--- config.mk ---
export PLATFORM = sky130hd
export DESIGN_NAME = ntpn_front
export DESIGN_NICKNAME = d
export VERILOG_FILES = /design/src/rtl/assert_macros.svh /design/src/rtl/ntpn_pkg.sv /design/src/rtl/ntpn_front.sv
export SDC_FILE = /design/constraint.sdc
export NUM_CORES = 2
export LEC_CHECK = 0
export BUFFER_PORTS_ARGS = -buffer_cell sky130_fd_sc_hd__clkbuf_2
export CAP_MARGIN = 40
export CELL_PAD_IN_SITES_DETAIL_PLACEMENT = 1
export CELL_PAD_IN_SITES_GLOBAL_PLACEMENT = 2
export CORE_AREA = 2 2 346 348
export CTS_BUF_LIST = sky130_fd_sc_hd__clkbuf_4 sky130_fd_sc_hd__clkbuf_8
export DETAILED_ROUTE_END_ITERATION = 6
export DIE_AREA = 0 0 348 350
export PLACE_DENSITY = 0.92
export SYNTH_ARGS = -nofsm -noshare
export SYNTH_HDL_FRONTEND = slang
export SYNTH_SLANG_ARGS = --single-unit
--- constraint.sdc ---
create_clock -name clk -period 25.4 [get_ports clk]
set_clock_uncertainty 0.1 [all_clocks]
set_input_delay 1.27 -clock clk [delete_from_list [all_inputs] [get_ports clk]]
set_output_delay 1.27 -clock clk [all_outputs]
set_load 0.02 [all_outputs]
--- src/rtl/assert_macros.svh ---
// assertion helpers used by the rtl back end
`ifndef ASSERT_MACROS_SVH
`define ASSERT_MACROS_SVH

// property checked on every rising edge while out of reset
`define NTPN_ASSERT(lbl, prop, msg) \
	lbl: assert property (@(posedge clk) disable iff (!arst_n) prop) else $error(msg);

// implication form of the above
`define NTPN_ASSERT_IMP(lbl, ante, cons, msg) \
	`NTPN_ASSERT(lbl, (ante) |-> (cons), msg)

`endif

--- src/rtl/ntpn_pkg.sv ---
`default_nettype none
package ntpn_pkg;

	localparam int COORD_FRAC_BITS  = 16;
	localparam int NORMAL_FRAC_BITS = 14;
	// 0.001 rounded to the coordinate format
	localparam int MARGIN_RESET     = ((1 << COORD_FRAC_BITS) + 500) / 1000;
	// quotient bits of one normal component divide
	localparam int NQ_BITS          = NORMAL_FRAC_BITS + 1;
	// numerator width of the normal divide
	localparam int NUM_W            = 31 + NORMAL_FRAC_BITS + 1;
	localparam int QDEPTH           = 2;
	localparam int QAW              = $clog2(QDEPTH);

	typedef logic signed [32:0] diff_t;

	// one classified triangle between front and back
	typedef struct packed {
		logic  skip;
		logic  last;
		diff_t e1x;
		diff_t e1y;
		diff_t e1z;
		diff_t e2x;
		diff_t e2y;
		diff_t e2z;
		diff_t dx;
		diff_t dy;
		diff_t dz;
	} tri_t;

	typedef enum logic [1:0] {
		REG_QUERY_X,
		REG_QUERY_Y,
		REG_QUERY_Z,
		REG_BOX_MARGIN
	} cfg_reg_t;

	typedef enum logic [3:0] {
		ST_IDLE,
		ST_MUL,
		ST_NORM,
		ST_SQ,
		ST_ROOT,
		ST_NDIV,
		ST_DOT,
		ST_DDIV,
		ST_UPD,
		ST_OUT
	} back_state_t;

endpackage
`default_nettype wire

--- src/rtl/ntpn_front.sv ---
`default_nettype none
module ntpn_front (
	input  logic                clk,
	input  logic                arst_n,
	input  logic                cfg_we,
	input  logic [1:0]          cfg_index,
	input  logic [31:0]         cfg_data,
	input  logic                in_valid,
	output logic                in_ready,
	input  logic signed [31:0]  v0_x,
	input  logic signed [31:0]  v0_y,
	input  logic signed [31:0]  v0_z,
	input  logic signed [31:0]  v1_x,
	input  logic signed [31:0]  v1_y,
	input  logic signed [31:0]  v1_z,
	input  logic signed [31:0]  v2_x,
	input  logic signed [31:0]  v2_y,
	input  logic signed [31:0]  v2_z,
	input  logic                last_triangle,
	output ntpn_pkg::tri_t      push_data,
	output logic                push_valid,
	input  logic                push_ready
);
	import ntpn_pkg::*;

	logic signed [31:0] qx_q, qy_q, qz_q;
	logic [15:0]        margin_q;
	logic               valid_s1;
	tri_t               tri_s1;
	tri_t               tri_d;
	logic               miss_x, miss_y, miss_z;

	function automatic logic box_miss(input logic signed [31:0] a, input logic signed [31:0] b,
		input logic signed [31:0] d, input logic signed [31:0] q, input logic [15:0] m);
		logic signed [31:0] lo;
		logic signed [31:0] hi;
		logic signed [33:0] lo_m;
		logic signed [33:0] hi_m;
		logic signed [33:0] qw;
		lo = (a < b) ? a : b;
		hi = (a > b) ? a : b;
		if (d < lo) lo = d;
		if (d > hi) hi = d;
		lo_m = 34'(lo) - $signed({18'd0, m});
		hi_m = 34'(hi) + $signed({18'd0, m});
		qw   = 34'(q);
		return (lo_m > qw) || (hi_m < qw);
	endfunction

	// configuration registers
	always_ff @(posedge clk or negedge arst_n) begin
		if (!arst_n) begin
			qx_q     <= '0;
			qy_q     <= '0;
			qz_q     <= '0;
			margin_q <= 16'(MARGIN_RESET);
		end else if (cfg_we) begin
			unique case (cfg_reg_t'(cfg_index))
				REG_QUERY_X:    qx_q     <= cfg_data;
				REG_QUERY_Y:    qy_q     <= cfg_data;
				REG_QUERY_Z:    qz_q     <= cfg_data;
				REG_BOX_MARGIN: margin_q <= cfg_data[15:0];
			endcase
		end
	end

	always_comb begin
		miss_x        = box_miss(v0_x, v1_x, v2_x, qx_q, margin_q);
		miss_y        = box_miss(v0_y, v1_y, v2_y, qy_q, margin_q);
		miss_z        = box_miss(v0_z, v1_z, v2_z, qz_q, margin_q);
		tri_d.skip    = miss_x | miss_y | miss_z;
		tri_d.last    = last_triangle;
		tri_d.e1x     = 33'(v1_x) - 33'(v0_x);
		tri_d.e1y     = 33'(v1_y) - 33'(v0_y);
		tri_d.e1z     = 33'(v1_z) - 33'(v0_z);
		tri_d.e2x     = 33'(v2_x) - 33'(v0_x);
		tri_d.e2y     = 33'(v2_y) - 33'(v0_y);
		tri_d.e2z     = 33'(v2_z) - 33'(v0_z);
		tri_d.dx      = 33'(qx_q) - 33'(v0_x);
		tri_d.dy      = 33'(qy_q) - 33'(v0_y);
		tri_d.dz      = 33'(qz_q) - 33'(v0_z);
	end

	assign in_ready   = !valid_s1 || push_ready;
	assign push_valid = valid_s1;
	assign push_data  = tri_s1;

	always_ff @(posedge clk or negedge arst_n) begin
		if (!arst_n) begin
			valid_s1 <= 1'b0;
		end else if (in_ready) begin
			valid_s1 <= in_valid;
		end
	end

	always_ff @(posedge clk) begin
		if (in_ready && in_valid) begin
			tri_s1 <= tri_d;
		end
	end

endmodule
`default_nettype wire

==> results.md <==
- Class of the worst hold path: in2async
- Count of buffers inserted at the top-level ports: 628
- Total area of sequential cells: 11800 um^2
- Post-synthesis register bit count: around 400
- Core area: ~120000 um^2
- Leakage power figure: 24.5 nW
- Synth area leaders: ha_1 21%, edfxtp_1 19%, dfrtp_1 5.9%
- Outcome: finished, final reports clean
- Antenna violations before repair: 12
- Starting DRC count in detailed routing: 3062
- Critical path origin: v0_y[1]
- Final Instance Area: approximately 54000 um^2
- Setup repair after global routing missed its margin: no
- Most common cell after layout, fill and taps aside: ha_1
- Post-synth top flop: edfxtp_1
- Cell type of the slowest stage on the worst timing path: o311ai_1
- Floorplan die height: 350 um
- Count of flip-flops with a built-in enable after synthesis: 299
- Final estimated routing congestion in global placement: 0.955
- Vias in the first global route: 45900
- Die ar.: about 120000 um^2
- DRC Markers: 0
- Count of hold-fix buffers inserted at cts: 0
- Root Buffer Master: clkbuf_8
- Pin count of the biggest net entering global routing: about 140
- CP Capture Type: flop
- Portion of synthesized cell area occupied by the leading cell type: 20.5%
- Final count of hold timing violations: 0
- Number of vias after detailed routing: 45100
- Library cell occupying the most area in the post-synthesis netlist: ha_1
- Cell occurring most often along the worst timing path: a21oi_1
- Dpl hpwl: between 150000 and 200000 um
- Gates resized, CTS repair: 0
- Share of async-settable or async-resettable flops after synthesis: 27.4%
- Final nets: 7212
- Worst-case hold slack: 308 ps
- Clock tree from TritonCTS: built
- Starting density of the core: 39.9%
- Crit-path max FO: 73
- Worst slack, placed: 11480 ps
- Final Core Density: between 40 and 50%
- Mean instance size in the synthesized netlist: 8.56 um^2
- Cell count after synthesis: 5490
- Count of placed standard cells including taps: roughly 7600
- Final setup violation count: 0
- Sum of routed wire length over all layers: 190000 um
- Crit path buffers/inverters: 5
- Setup TNS: 0 ps
- Synth Cell Area: 47000 um^2
- Top library cells by usage in the layout, fill and taps aside: 771 x ha_1, 627 x clkbuf_2, 552 x nor2_1
- Final period utilization: between 50% and 60%
- Final Slew Violations: 0
- Highest clock rate: around 0.075 GHz
- Max-cap violations: 0
- Placed instance area: a little over 50000 um^2
- Grt total ovfl: 0
- Worst reg2reg setup slack: 17990 ps
- CTS HTree Levels: 3
- Global-route wire length before repair: approximately 280000 um
- Standard-cell rows: 126
- Fraction of layout instances using a drive strength above 1: between 15 and 20%
- 1st-pass router iterations: 5
- Final critical-path required period: 13410 ps
- Maximum single-stage delay on the critical path: 690 ps
- Maximum buffer depth of the clock tree: 3
- Syn nets: 6604
- Final standard cell count with taps included and fillers excluded: 7701
- Synth Warn #: 0
- Inserted Clock Buffers: slightly below 80
- Cell area power density: 76.7 nW/um^2
- Sinks on the clock net: 412
- Worst-skew pair later-pin latency: 810 ps
- Die X-Extent: 348 um
- Post-route worst setup slack: 11990 ps
- CP Data Required Time: 25810 ps
- I/O pins: 629
- Number of filler instances in the final layout: about 14000
- Worst reg2reg path startpoint: margin_q[1]
- Ratio of routed vias to standard cells: approximately 6
- Clock Pin Slew Worst Setup and Hold Paths: 60 ps
- Number of distinct library cell variants in the gate-level netlist after synthesis: 92
- Worst IR Drop VDD: 39.7 uV
- DR WL/cell: 24.6 um
- Count of buffers added by post-CTS timing repair for setup: 0
- Register area share after synthesis: ~25%
- Slew at the pin closest to its max-slew limit: approximately 1000 ps
- Post-DRT Antenna Nets: 0
- Cell class contributing the biggest share of worst-path delay: compound AO/OA/AOI/OAI gates
- Global Route Usage Sum: a little under a third
- WS Path Type: in2reg
- Layout-stage area growth over the synthesis result: 13.8%
- Worst max-slew margin expressed relative to the limit: 32.8%
- Overall power: 4.10 mW
- Startpoint Class: primary input
- Worst endpoint data arrival time: ~14000 ps
- Combined area of the multi-input logic cells: 33400 um^2
[cell usage after synthesis (all sizes together) (31+ instances only)]
cell / n
a211oi: 50
a21boi: 34
a21o: 189
a21oi: 531
a31oi: 57
and2: 31
and3: 34
buf: 45
clkbuf: 85
dfrtp: 111
edfxtp: 299
ha: 771
inv: 348
mux2: 94
mux2i: 112
nand2: 331
nand2b: 105
nand3: 104
nand4: 108
nor2: 553
nor2b: 86
nor3: 122
nor4: 31
o21a: 100
o21ai: 350
o21bai: 34
o31ai: 31
or3: 41
xnor2: 296
xor2: 122
[state kept, by name, summed over array words and instances (netlist names)]
register,flops
qx_q,32
margin_q,16
qy_q,32
push_valid,1
push_data,299
qz_q,32
[path summary, 6_finish.rpt]
| kind | endpoint | cells after the start |
|---|---|---|
| min in group clk | qy_q[31] | 1 |
| max in group asynchronous | margin_q[6] | 3 |
| hold reg to reg | qy_q[31] | 1 |
| setup / recovery | push_data[298] | 49 |
| setup reg to reg | push_data[298] | 25 |
| hold / removal | qx_q[22] | 1 |
[worst reg2reg max path, stage by stage, from the launching register on]
cell,delay (ps)
dfstp_2,670
inv_1,410
fa_1,610
a21o_1,200
a21oi_1,220
nor2b_1,110
nor4_1,330
or4_1,230
a31oi_1,140
a21o_1,210
a21oi_1,230
o21ai_0,140
buf_4,210
nor4_1,420
nand2b_1,150
xnor2_1,160
ha_1,300
and4_1,190
nand4_1,200
nor3_1,670
o311ai_0,410
buf_1,250
o2111ai_1,140
nand3_1,130
o21a_1,260
nand4b_1,150
[cells by family after synthesis]
logic type      after synthesis  synth area share [%]
compound gates             1542                  20.3
buf+inv                     478                  3.95
mux                         206                  4.69
flops                       412                  25.1
simple gates               1648                  17.0
fa+ha+maj                   786                  21.2
xor+xnor                    418                  7.79
[routing by layer]
metal | share of wire [%] | routed length, um | vias to the layer above | GRT usage, %
met5 | 0.011 | 20 | - | 0
met4 | 2.7 | 5210 | 2 | 9.12
met3 | 5.7 | 10800 | 214 | 4.08
met2 | 45 | 85200 | 1274 | 49.2
met1 | 47 | 88500 | 22200 | 42.4
li1 | - | - | 21400 | -
[report_power, final]
part | internal, mW | switching (mW) | leakage (nW)
combinational | 0.954 | 1.48 | 19.5
sequential | 0.867 | 0.0810 | 4.19
clock | 0.387 | 0.338 | 0.846
total | 2.21 | 1.90 | 24.5
[final cells by class]
class	instances	share of cell area, %
repair buffers	657	6.39
clock buffers	111	2.54
clock inverters	31	0.498
diodes	6	0.0281
inverters	348	2.44
well taps	1536	3.59
multi-input cells	4600	62.4
flip-flops and latches	412	22.1
Note: power is estimated with default switching activity, not from simulation.
