## src/rtl/assert_macros.svh

```systemverilog
// assertion helpers used by the rtl back end
`ifndef ASSERT_MACROS_SVH
`define ASSERT_MACROS_SVH

// property checked on every rising edge while out of reset
`define NTPN_ASSERT(lbl, prop, msg) \
	lbl: assert property (@(posedge clk) disable iff (!arst_n) prop) else $error(msg);

// implication form of the above
`define NTPN_ASSERT_IMP(lbl, ante, cons, msg) \
	`NTPN_ASSERT(lbl, (ante) |-> (cons), msg)

`endif

```

## src/rtl/ntpn_pkg.sv

```systemverilog
`default_nettype none
package ntpn_pkg;

	localparam int COORD_FRAC_BITS  = 16;
	localparam int NORMAL_FRAC_BITS = 14;
	// 0.001 rounded to the coordinate format
	localparam int MARGIN_RESET     = ((1 << COORD_FRAC_BITS) + 500) / 1000;
	// quotient bits of one normal component divide
	localparam int NQ_BITS          = NORMAL_FRAC_BITS + 1;
	// numerator width of the normal divide
	localparam int NUM_W            = 31 + NORMAL_FRAC_BITS + 1;
	localparam int QDEPTH           = 2;
	localparam int QAW              = $clog2(QDEPTH);

	typedef logic signed [32:0] diff_t;

	// one classified triangle between front and back
	typedef struct packed {
		logic  skip;
		logic  last;
		diff_t e1x;
		diff_t e1y;
		diff_t e1z;
		diff_t e2x;
		diff_t e2y;
		diff_t e2z;
		diff_t dx;
		diff_t dy;
		diff_t dz;
	} tri_t;

	typedef enum logic [1:0] {
		REG_QUERY_X,
		REG_QUERY_Y,
		REG_QUERY_Z,
		REG_BOX_MARGIN
	} cfg_reg_t;

	typedef enum logic [3:0] {
		ST_IDLE,
		ST_MUL,
		ST_NORM,
		ST_SQ,
		ST_ROOT,
		ST_NDIV,
		ST_DOT,
		ST_DDIV,
		ST_UPD,
		ST_OUT
	} back_state_t;

endpackage
`default_nettype wire

```

## src/rtl/ntpn_fifo.sv

```systemverilog
`default_nettype none
module ntpn_fifo (
	input  logic           clk,
	input  logic           arst_n,
	input  ntpn_pkg::tri_t wr_data,
	input  logic           wr_valid,
	output logic           wr_ready,
	output ntpn_pkg::tri_t rd_data,
	output logic           rd_valid,
	input  logic           rd_ready
);
	import ntpn_pkg::*;

	tri_t           mem_q [QDEPTH];
	logic [QAW-1:0] wr_q, rd_q;
	logic [QAW:0]   cnt_q;
	logic           do_wr, do_rd;

	assign wr_ready = cnt_q != (QAW+1)'(QDEPTH);
	assign rd_valid = cnt_q != '0;
	assign rd_data  = mem_q[rd_q];
	assign do_wr    = wr_valid && wr_ready;
	assign do_rd    = rd_valid && rd_ready;

	always_ff @(posedge clk or negedge arst_n) begin
		if (!arst_n) begin
			wr_q  <= '0;
			rd_q  <= '0;
			cnt_q <= '0;
		end else begin
			if (do_wr) wr_q <= wr_q + 1'b1;
			if (do_rd) rd_q <= rd_q + 1'b1;
			if (do_wr && !do_rd) cnt_q <= cnt_q + 1'b1;
			else if (do_rd && !do_wr) cnt_q <= cnt_q - 1'b1;
		end
	end

	always_ff @(posedge clk) begin
		if (do_wr) begin
			mem_q[wr_q] <= wr_data;
		end
	end

endmodule
`default_nettype wire

```

## config.mk

```make
export PLATFORM = sky130hd
export DESIGN_NAME = ntpn_fifo
export DESIGN_NICKNAME = d
export VERILOG_FILES = /design/src/rtl/assert_macros.svh /design/src/rtl/ntpn_pkg.sv /design/src/rtl/ntpn_fifo.sv
export SDC_FILE = /design/constraint.sdc
export NUM_CORES = 1
export LEC_CHECK = 0
export ABC_AREA = 1
export BUFFER_PORTS_ARGS = -buffer_cell sky130_fd_sc_hd__buf_2
export CORE_AREA = 5 5 229 231
export CTS_CLUSTER_SIZE = 8
export DETAILED_ROUTE_END_ITERATION = 10
export DIE_AREA = 0 0 234 236
export PLACE_DENSITY = 0.69
export SLEW_MARGIN = 20
export SYNTH_ARGS = -nofsm -noshare
export SYNTH_HDL_FRONTEND = slang
export SYNTH_SLANG_ARGS = --single-unit
```

## constraint.sdc

```tcl
create_clock -name clk -period 29.9 [get_ports clk]
set_input_delay 8.97 -clock clk [delete_from_list [all_inputs] [get_ports clk]]
set_output_delay 8.97 -clock clk [all_outputs]
set_load 0.05 [all_outputs]
```

==> results_dict.tcl, run 1 <==
set metrics [dict create \
    min_to "cnt_q[0]" \
    swShare_pct 45.7 \
    ys_ff_latch 602 \
    syn_inst 1590 \
    p_clk_share_pct 23.2 \
    dieArea_mm2 0.0552 \
    finalSetupViolCount 0 \
    worst_pin_slew_ns 1.13 \
    die_h_um 236 \
    fin_crit_sh_pct 42.4 \
    critPathKind "flop to output pin" \
    dp_hpwl_um 37200 \
    clkSlewWorstSetupHoldPaths_ns 0.04 \
    cts_buffers 85 \
    min_period_ns 12.68 \
    p_int_mw 1.94 \
    firstDrtPassIters 4 \
    whs_path_depth 1 \
    grt_pass1_vias 13900 \
    r2r_slack_ns 25.47 \
    synth.most_common_cell "nand2_1" \
    fin_skew_ns 0.0151 \
    die_w_um 234 \
    antenna_found_initial 33 \
    wirelength_um 55200 \
    syn-cell-area_mm2 0.0219 \
    cp.required_ns 20.93 \
    clock-sinks 602 \
    yosys.area.top_type "edfxtp_1" \
    synth_flop_cell "edfxtp_1" \
    yosys-top-cells-count "nand2_1, edfxtp_1, buf_2, buf_4, inv_1" \
    cts_max_level 3 \
    cts_hold_buf 0 \
    r2r_cells 7 \
    peakVddDrop_mv 0.102 \
    io_pins 604 \
    final_max_slew_viol_count 0 \
    pwr-share-comb_pct 42.9 \
    drt_drc_violations_left 0 \
    place_congestion 0.836 \
    instances_no_fill 2930 \
    drt_iter0_markers 920 \
    vias_per_cell 4.77 \
    timing.rr.start "cnt_q[0]" \
    max_slew_margin_pct 24.9 \
    async_flop_share_pct 0.664 \
    finalSetupTns_ns 0 \
    cp_max_fo 87 \
    cts_root_buf "clkbuf_16" \
    crit_chain "buf_4, buf_4, nand2_1, nand2_1, buf_2" \
    final_hold_viol_count 0 \
    initial_core_util_pct 44.0 \
    final_antenna_net_count 0 \
    grt_pass1_wl_um 80500 \
    max_freq_mhz 78.8 \
    wl_per_cell_um 18.8 \
    area_growth_pct 27.0 \
    synth.distinct_cells 13 \
    avgSynthCellArea_um2 13.8 \
    critPathMaxStageDelay_ns 0.87 \
    dp_cells 2811 \
    synth_edf_count 598 \
    critPathLaunchType "flop" \
    cts_tree "yes" \
    via_count 14000 \
    cp-end-kind "output pin" \
    grt_overflow 0 \
    cpLargestDelayFamily "buffers and inverters" \
    synth_area_leaders "edfxtp_1, nand2_1, buf_4, buf_2, dfrtp_1" \
    cp_num_buf_inv 3 \
    cts_resized 0 \
    leakage_nw 11.9 \
    seqPwrFrac_pct 34.0 \
    power_density_mw_per_mm2 128 \
    synth_warnings 0 \
    coreArea_mm2 0.0499 \
    drive_above_1_share_pct 31.7 \
    grt_util_all_layers_pct 19.1 \
    arrival_ns 3.71 \
    grt_max_degree 163 \
    cp_slowest_cell "dfrtp_4" \
    syn_nets 1894 \
    hold_path.class "flop to flop" \
    rows 82 \
    grt_setup_unrepaired "no" \
    drv_cap 0 \
    final_nets 2531 \
    synth_top_area_share_pct 81.8 \
    p_sw_mw 1.63 \
    rr_endpoint "mem_q[1][139]" \
    worstHoldStart "cnt_q[0]" \
    post_cts_buffers 0 \
    clock_latency_ns 0.59 \
    clk_path_buf_depth 3 \
    status "completed" \
    synth-seq-area-share_pct 82.3 \
    io_buffers 603 \
]
==> power by group through the flow <==
stage               registers (mW)  logic (mW)  clock network [mW]
finish                        1.21        1.53               0.826
global route                  1.22        1.61               0.884
CTS                           1.21        1.54               0.846
detailed placement            1.23        1.54                   0
global placement              1.22        1.53                   0
floorplan                     1.31        1.16                   0
==> kinds of logic (layout without fill, tap and decap cells) <==
logic type	count (synthesis)	after routing	share of synthesized area, %
AND/OR/NAND/NOR	912	912	15.6
flip-flops	602	602	82.3
buffers and inverters	73	726	1.94
XOR/XNOR	2	2	0.0798
adder cells (fa/ha/maj)	1	1	0.0570
other	0	15	0
==> per-layer routing <==
| layer | routed length (um) | vias up | track usage, % |
|---|---|---|---|
| met5 | 164 | - | 0 |
| met2 | 27700 | 563 | 32.0 |
| met4 | 1490 | 30 | 6.82 |
| li1 | - | 6650 | - |
| met3 | 5940 | 122 | 7.99 |
| met1 | 19900 | 6613 | 21.9 |
==> registers in the layout (all words and copies together) (netlist names) <==
name,count
wr_q,1
mem_q,598
cnt_q,2
rd_q,1
==> cells in the final DEF (no fill, tap or decap), types with 2 or more instances in the layout <==
master / count
clkbuf_1: 8
dfrtp_1: 3
buf_2: 603
inv_1: 6
nor2_4: 2
buf_4: 11
clkinv_1: 3
nand2_1: 907
nand3_1: 2
inv_6: 5
edfxtp_1: 598
clkbuf_16: 87
diode_2: 15
==> stage by stage <==
stage | total power [mW] | util, % | hold WS, ns | area (um^2) | worst slack, ns
finish | 3.57 | 55.9 | 0.515 | 27900 | 17.22
global route | 3.72 | 55.8 | 0.534 | 27800 | 16.96
CTS | 3.60 | 55.7 | 0.509 | 27800 | 17.14
detailed placement | 2.76 | 51.2 | 0.503 | 25500 | 17.00
global placement | 2.75 | 51.2 | 0.482 | 25500 | 17.05
floorplan | 2.47 | - | 0.462 | 21900 | 7.44
==> worst max path at each step <==
stage	from	end	slack [ns]	cells past startpoint
floorplan	wr_valid	mem_q[0][0]	7.44	2
global placement	wr_valid	mem_q[1][166]	17.05	6
detailed placement	wr_valid	mem_q[1][129]	17.00	6
CTS	rd_q	rd_data[87]	17.14	5
global route	rd_q	rd_data[155]	16.96	5
finish	rd_q	rd_data[87]	17.22	5
==> layout make-up <==
| type | instances | area, um^2 |
|---|---|---|
| fillers | 4014 | 22000 |
| flip-flops and latches | 602 | 18100 |
| multi-input cells | 915 | 3470 |
| repair buffers | 616 | 3150 |
| clock buffers | 95 | 2210 |
| well taps | 672 | 841 |
| clock inverters | 8 | 55.1 |
| diodes | 15 | 37.5 |
| inverters | 7 | 33.8 |
Note: power is estimated with default switching activity, not from simulation.
==> inputs of run 2 (changes only) <==
--- a/config.mk
+++ b/config.mk
@@ -5,13 +5,13 @@
 export SDC_FILE = /design/constraint.sdc
 export NUM_CORES = 1
 export LEC_CHECK = 0
-export ABC_AREA = 1
+export ABC_AREA = 0
 export BUFFER_PORTS_ARGS = -buffer_cell sky130_fd_sc_hd__buf_2
-export CORE_AREA = 5 5 229 231
+export CORE_AREA = 5 5 231 233
 export CTS_CLUSTER_SIZE = 8
 export DETAILED_ROUTE_END_ITERATION = 10
-export DIE_AREA = 0 0 234 236
-export PLACE_DENSITY = 0.69
+export DIE_AREA = 0 0 236 238
+export PLACE_DENSITY = 0.68
 export SLEW_MARGIN = 20
 export SYNTH_ARGS = -nofsm -noshare
 export SYNTH_HDL_FRONTEND = slang
==> constraint.sdc (replaced) <==
create_clock -name clk -period 11.85 [get_ports clk]
set_input_delay 3.555 -clock clk [delete_from_list [all_inputs] [get_ports clk]]
set_output_delay 3.555 -clock clk [all_outputs]
set_load 0.05 [all_outputs]
==> run 2 against run 1 <==
Net effect:
- via count down 18%
- non-clock buffer count down 5
- critical path depth down 2
- synthesized area about the same
- critical path type unchanged
- critical endpoint is now rd_data[239]
==> results_dict.tcl, run 2 <==
set metrics [dict create \
    power_density_mw_per_mm2 306 \
    clock-sinks 602 \
    arrival_ns 3.29 \
    whs_path_depth 1 \
    final_hold_viol_count 0 \
    rr_endpoint "mem_q[0][227]" \
    finalSetupViolCount 0 \
    wirelength_um 51400 \
    post_cts_buffers 0 \
    synth_warnings 0 \
    cts_hold_buf 0 \
    status "completed" \
    synth_area_leaders "edfxtp_1, mux2_2, clkbuf_8, dfrtp_1, buf_6" \
    area_growth_pct 26.5 \
    wl_per_cell_um 22.1 \
    fin_skew_ns 0.0203 \
    via_count 11400 \
    critPathKind "flop to output pin" \
    max_freq_mhz 146 \
    critPathLaunchType "flop" \
    initial_core_util_pct 43.1 \
    final_area_mm2 0.0278 \
    peakVddDrop_mv 0.217 \
    max_slew_margin_pct 23.1 \
    die_h_um 238 \
    drive_above_1_share_pct 61.6 \
    worstHoldStart "cnt_q[1]" \
    grt_util_all_layers_pct 17.5 \
    clkSlewWorstSetupHoldPaths_ns 0.05 \
    grt_pass1_vias 12100 \
    grt_max_degree 154 \
    timing.rr.start "cnt_q[0]" \
    antenna_found_initial 18 \
    syn_nets 1252 \
    grt_setup_unrepaired "no" \
    drt_iter0_markers 747 \
    io_pins 604 \
    place_congestion 0.866 \
    synth_edf_count 598 \
    yosys.area.top_type "edfxtp_1" \
    yosys-top-cells-count "edfxtp_1, mux2_2, clkbuf_8, buf_6, dfrtp_1" \
    cts_root_buf "clkbuf_16" \
    fillers 4016 \
    vias_per_cell 4.92 \
    syn-cell-area_mm2 0.0220 \
    finalSetupTns_ns 0 \
    largest_reg_flops 598 \
    synth.most_common_cell "edfxtp_1" \
    min_period_ns 6.84 \
    io_buffers 603 \
    clock_latency_ns 0.59 \
    synth.distinct_cells 14 \
    grt_overflow 0 \
    final_max_slew_viol_count 0 \
    die_w_um 236 \
    placed_cell_area_mm2 0.0255 \
    worst_pin_slew_ns 1.15 \
    fin_crit_sh_pct 57.8 \
    cts_resized 0 \
    grt_pass1_wl_um 73800 \
    largestRegisters "mem_q x598, cnt_q x2" \
    avgSynthCellArea_um2 23.2 \
    dp_hpwl_um 35500 \
    rows 83 \
    layout_commonest_cell "buf_2" \
    r2r_slack_ns 8.77 \
    leakage_nw 10.3 \
    coreArea_mm2 0.0510 \
    final_antenna_net_count 0 \
    cts_buffers 85 \
    top_register "mem_q" \
    cp_max_fo 81 \
    hold_path.class "flop to flop" \
    synth_flop_cell "edfxtp_1" \
    clk_path_buf_depth 3 \
    synth_top_area_share_pct 81.8 \
    cts_max_level 3 \
    r2r_cells 5 \
    min_to "cnt_q[1]" \
    dieArea_mm2 0.0562 \
    drt_drc_violations_left 0 \
    ys_ff_latch 602 \
    cp.required_ns 8.30 \
    layout_common_cells "buf_2, edfxtp_1, mux2_2, clkbuf_16, clkbuf_1" \
    firstDrtPassIters 4 \
    synth-seq-area-share_pct 82.2 \
    async_flop_share_pct 0.664 \
    final_nets 1917 \
    cp-end-kind "output pin" \
    cts_tree "yes" \
    drv_cap 0 \
    syn_inst 948 \
]
[run 2: cell types whose count changed in the layout (fill, tap and decap cells not counted), moves of 2 or more]
cell	delta
nand3_1	-2
xnor2_1	+2
buf_4	-6
mux2_2	+299
buf_12	+2
inv_6	-4
nand2_1	-905
clkbuf_1	+2
inv_1	-5
[run 2: worst max-delay path, cell delays in order, from the launching register on]
cell	delay (ns)
dfrtp_4	1.04
buf_4	0.86
mux2_2	0.43
buf_2	0.21
[run 2: cells by family after synthesis]
kind of cell             Yosys count  synth area share (%)
AND/OR/NAND/NOR                    7                 0.154
buffers and inverters             34                  2.03
XOR/XNOR                           5                 0.199
flip-flops                       602                  82.2
adder cells (fa/ha/maj)            1                0.0570
multiplexers                     299                  15.3
[run 2: worst max-delay path by stage]
stage,startpoint,endpoint
after floorplan,wr_valid,mem_q[1][0]
after global placement,rd_q,rd_data[263]
after detailed placement,rd_q,rd_data[239]
after CTS,rd_q,rd_data[246]
after global routing,rd_q,rd_data[239]
final,rd_q,rd_data[239]
[run 2: through the flow]
| stage | total power, mW | hold WS (ns) | std cells | util [%] | worst slack (ns) |
|---|---|---|---|---|---|
| CTS | 8.60 | 0.505 | 2306 | 54.4 | 4.96 |
| floorplan | 5.90 | 0.456 | 948 | - | 0.773 |
| detailed placement | 6.50 | 0.490 | 2206 | 50.0 | 5.61 |
| global placement | 6.47 | 0.481 | 2206 | 50.0 | 5.69 |
| global route | 8.82 | 0.530 | 2316 | 54.4 | 4.84 |
| finish | 8.50 | 0.507 | 2321 | 54.5 | 5.01 |
[run 2: where the power goes]
part           switching (mW)  internal (mW)
clock                   0.781           1.29
sequential              0.156           2.93
combinational            2.49          0.858
total                    3.42           5.07
[run 2: final cells by class]
type | instances | area (um^2) | area share (%)
antenna | 15 | 37.5 | 0.135
inverter | 1 | 3.75 | 0.0135
clock inverter | 3 | 16.3 | 0.0586
sequential | 602 | 18100 | 65.0
multi-input combinational | 312 | 3470 | 12.5
timing repair buffer | 611 | 3120 | 11.2
tap | 680 | 851 | 3.06
clock buffer | 97 | 2210 | 7.98
[run 2: routing by layer]
metal  global-route usage, %  routed length [um]  up-vias
met3                    6.66                4980      127
li1                        -                   -     5132
met1                    19.7               18500     5630
met5                       0                  46        -
met4                    8.04                1940        8
met2                    29.6               25900      512
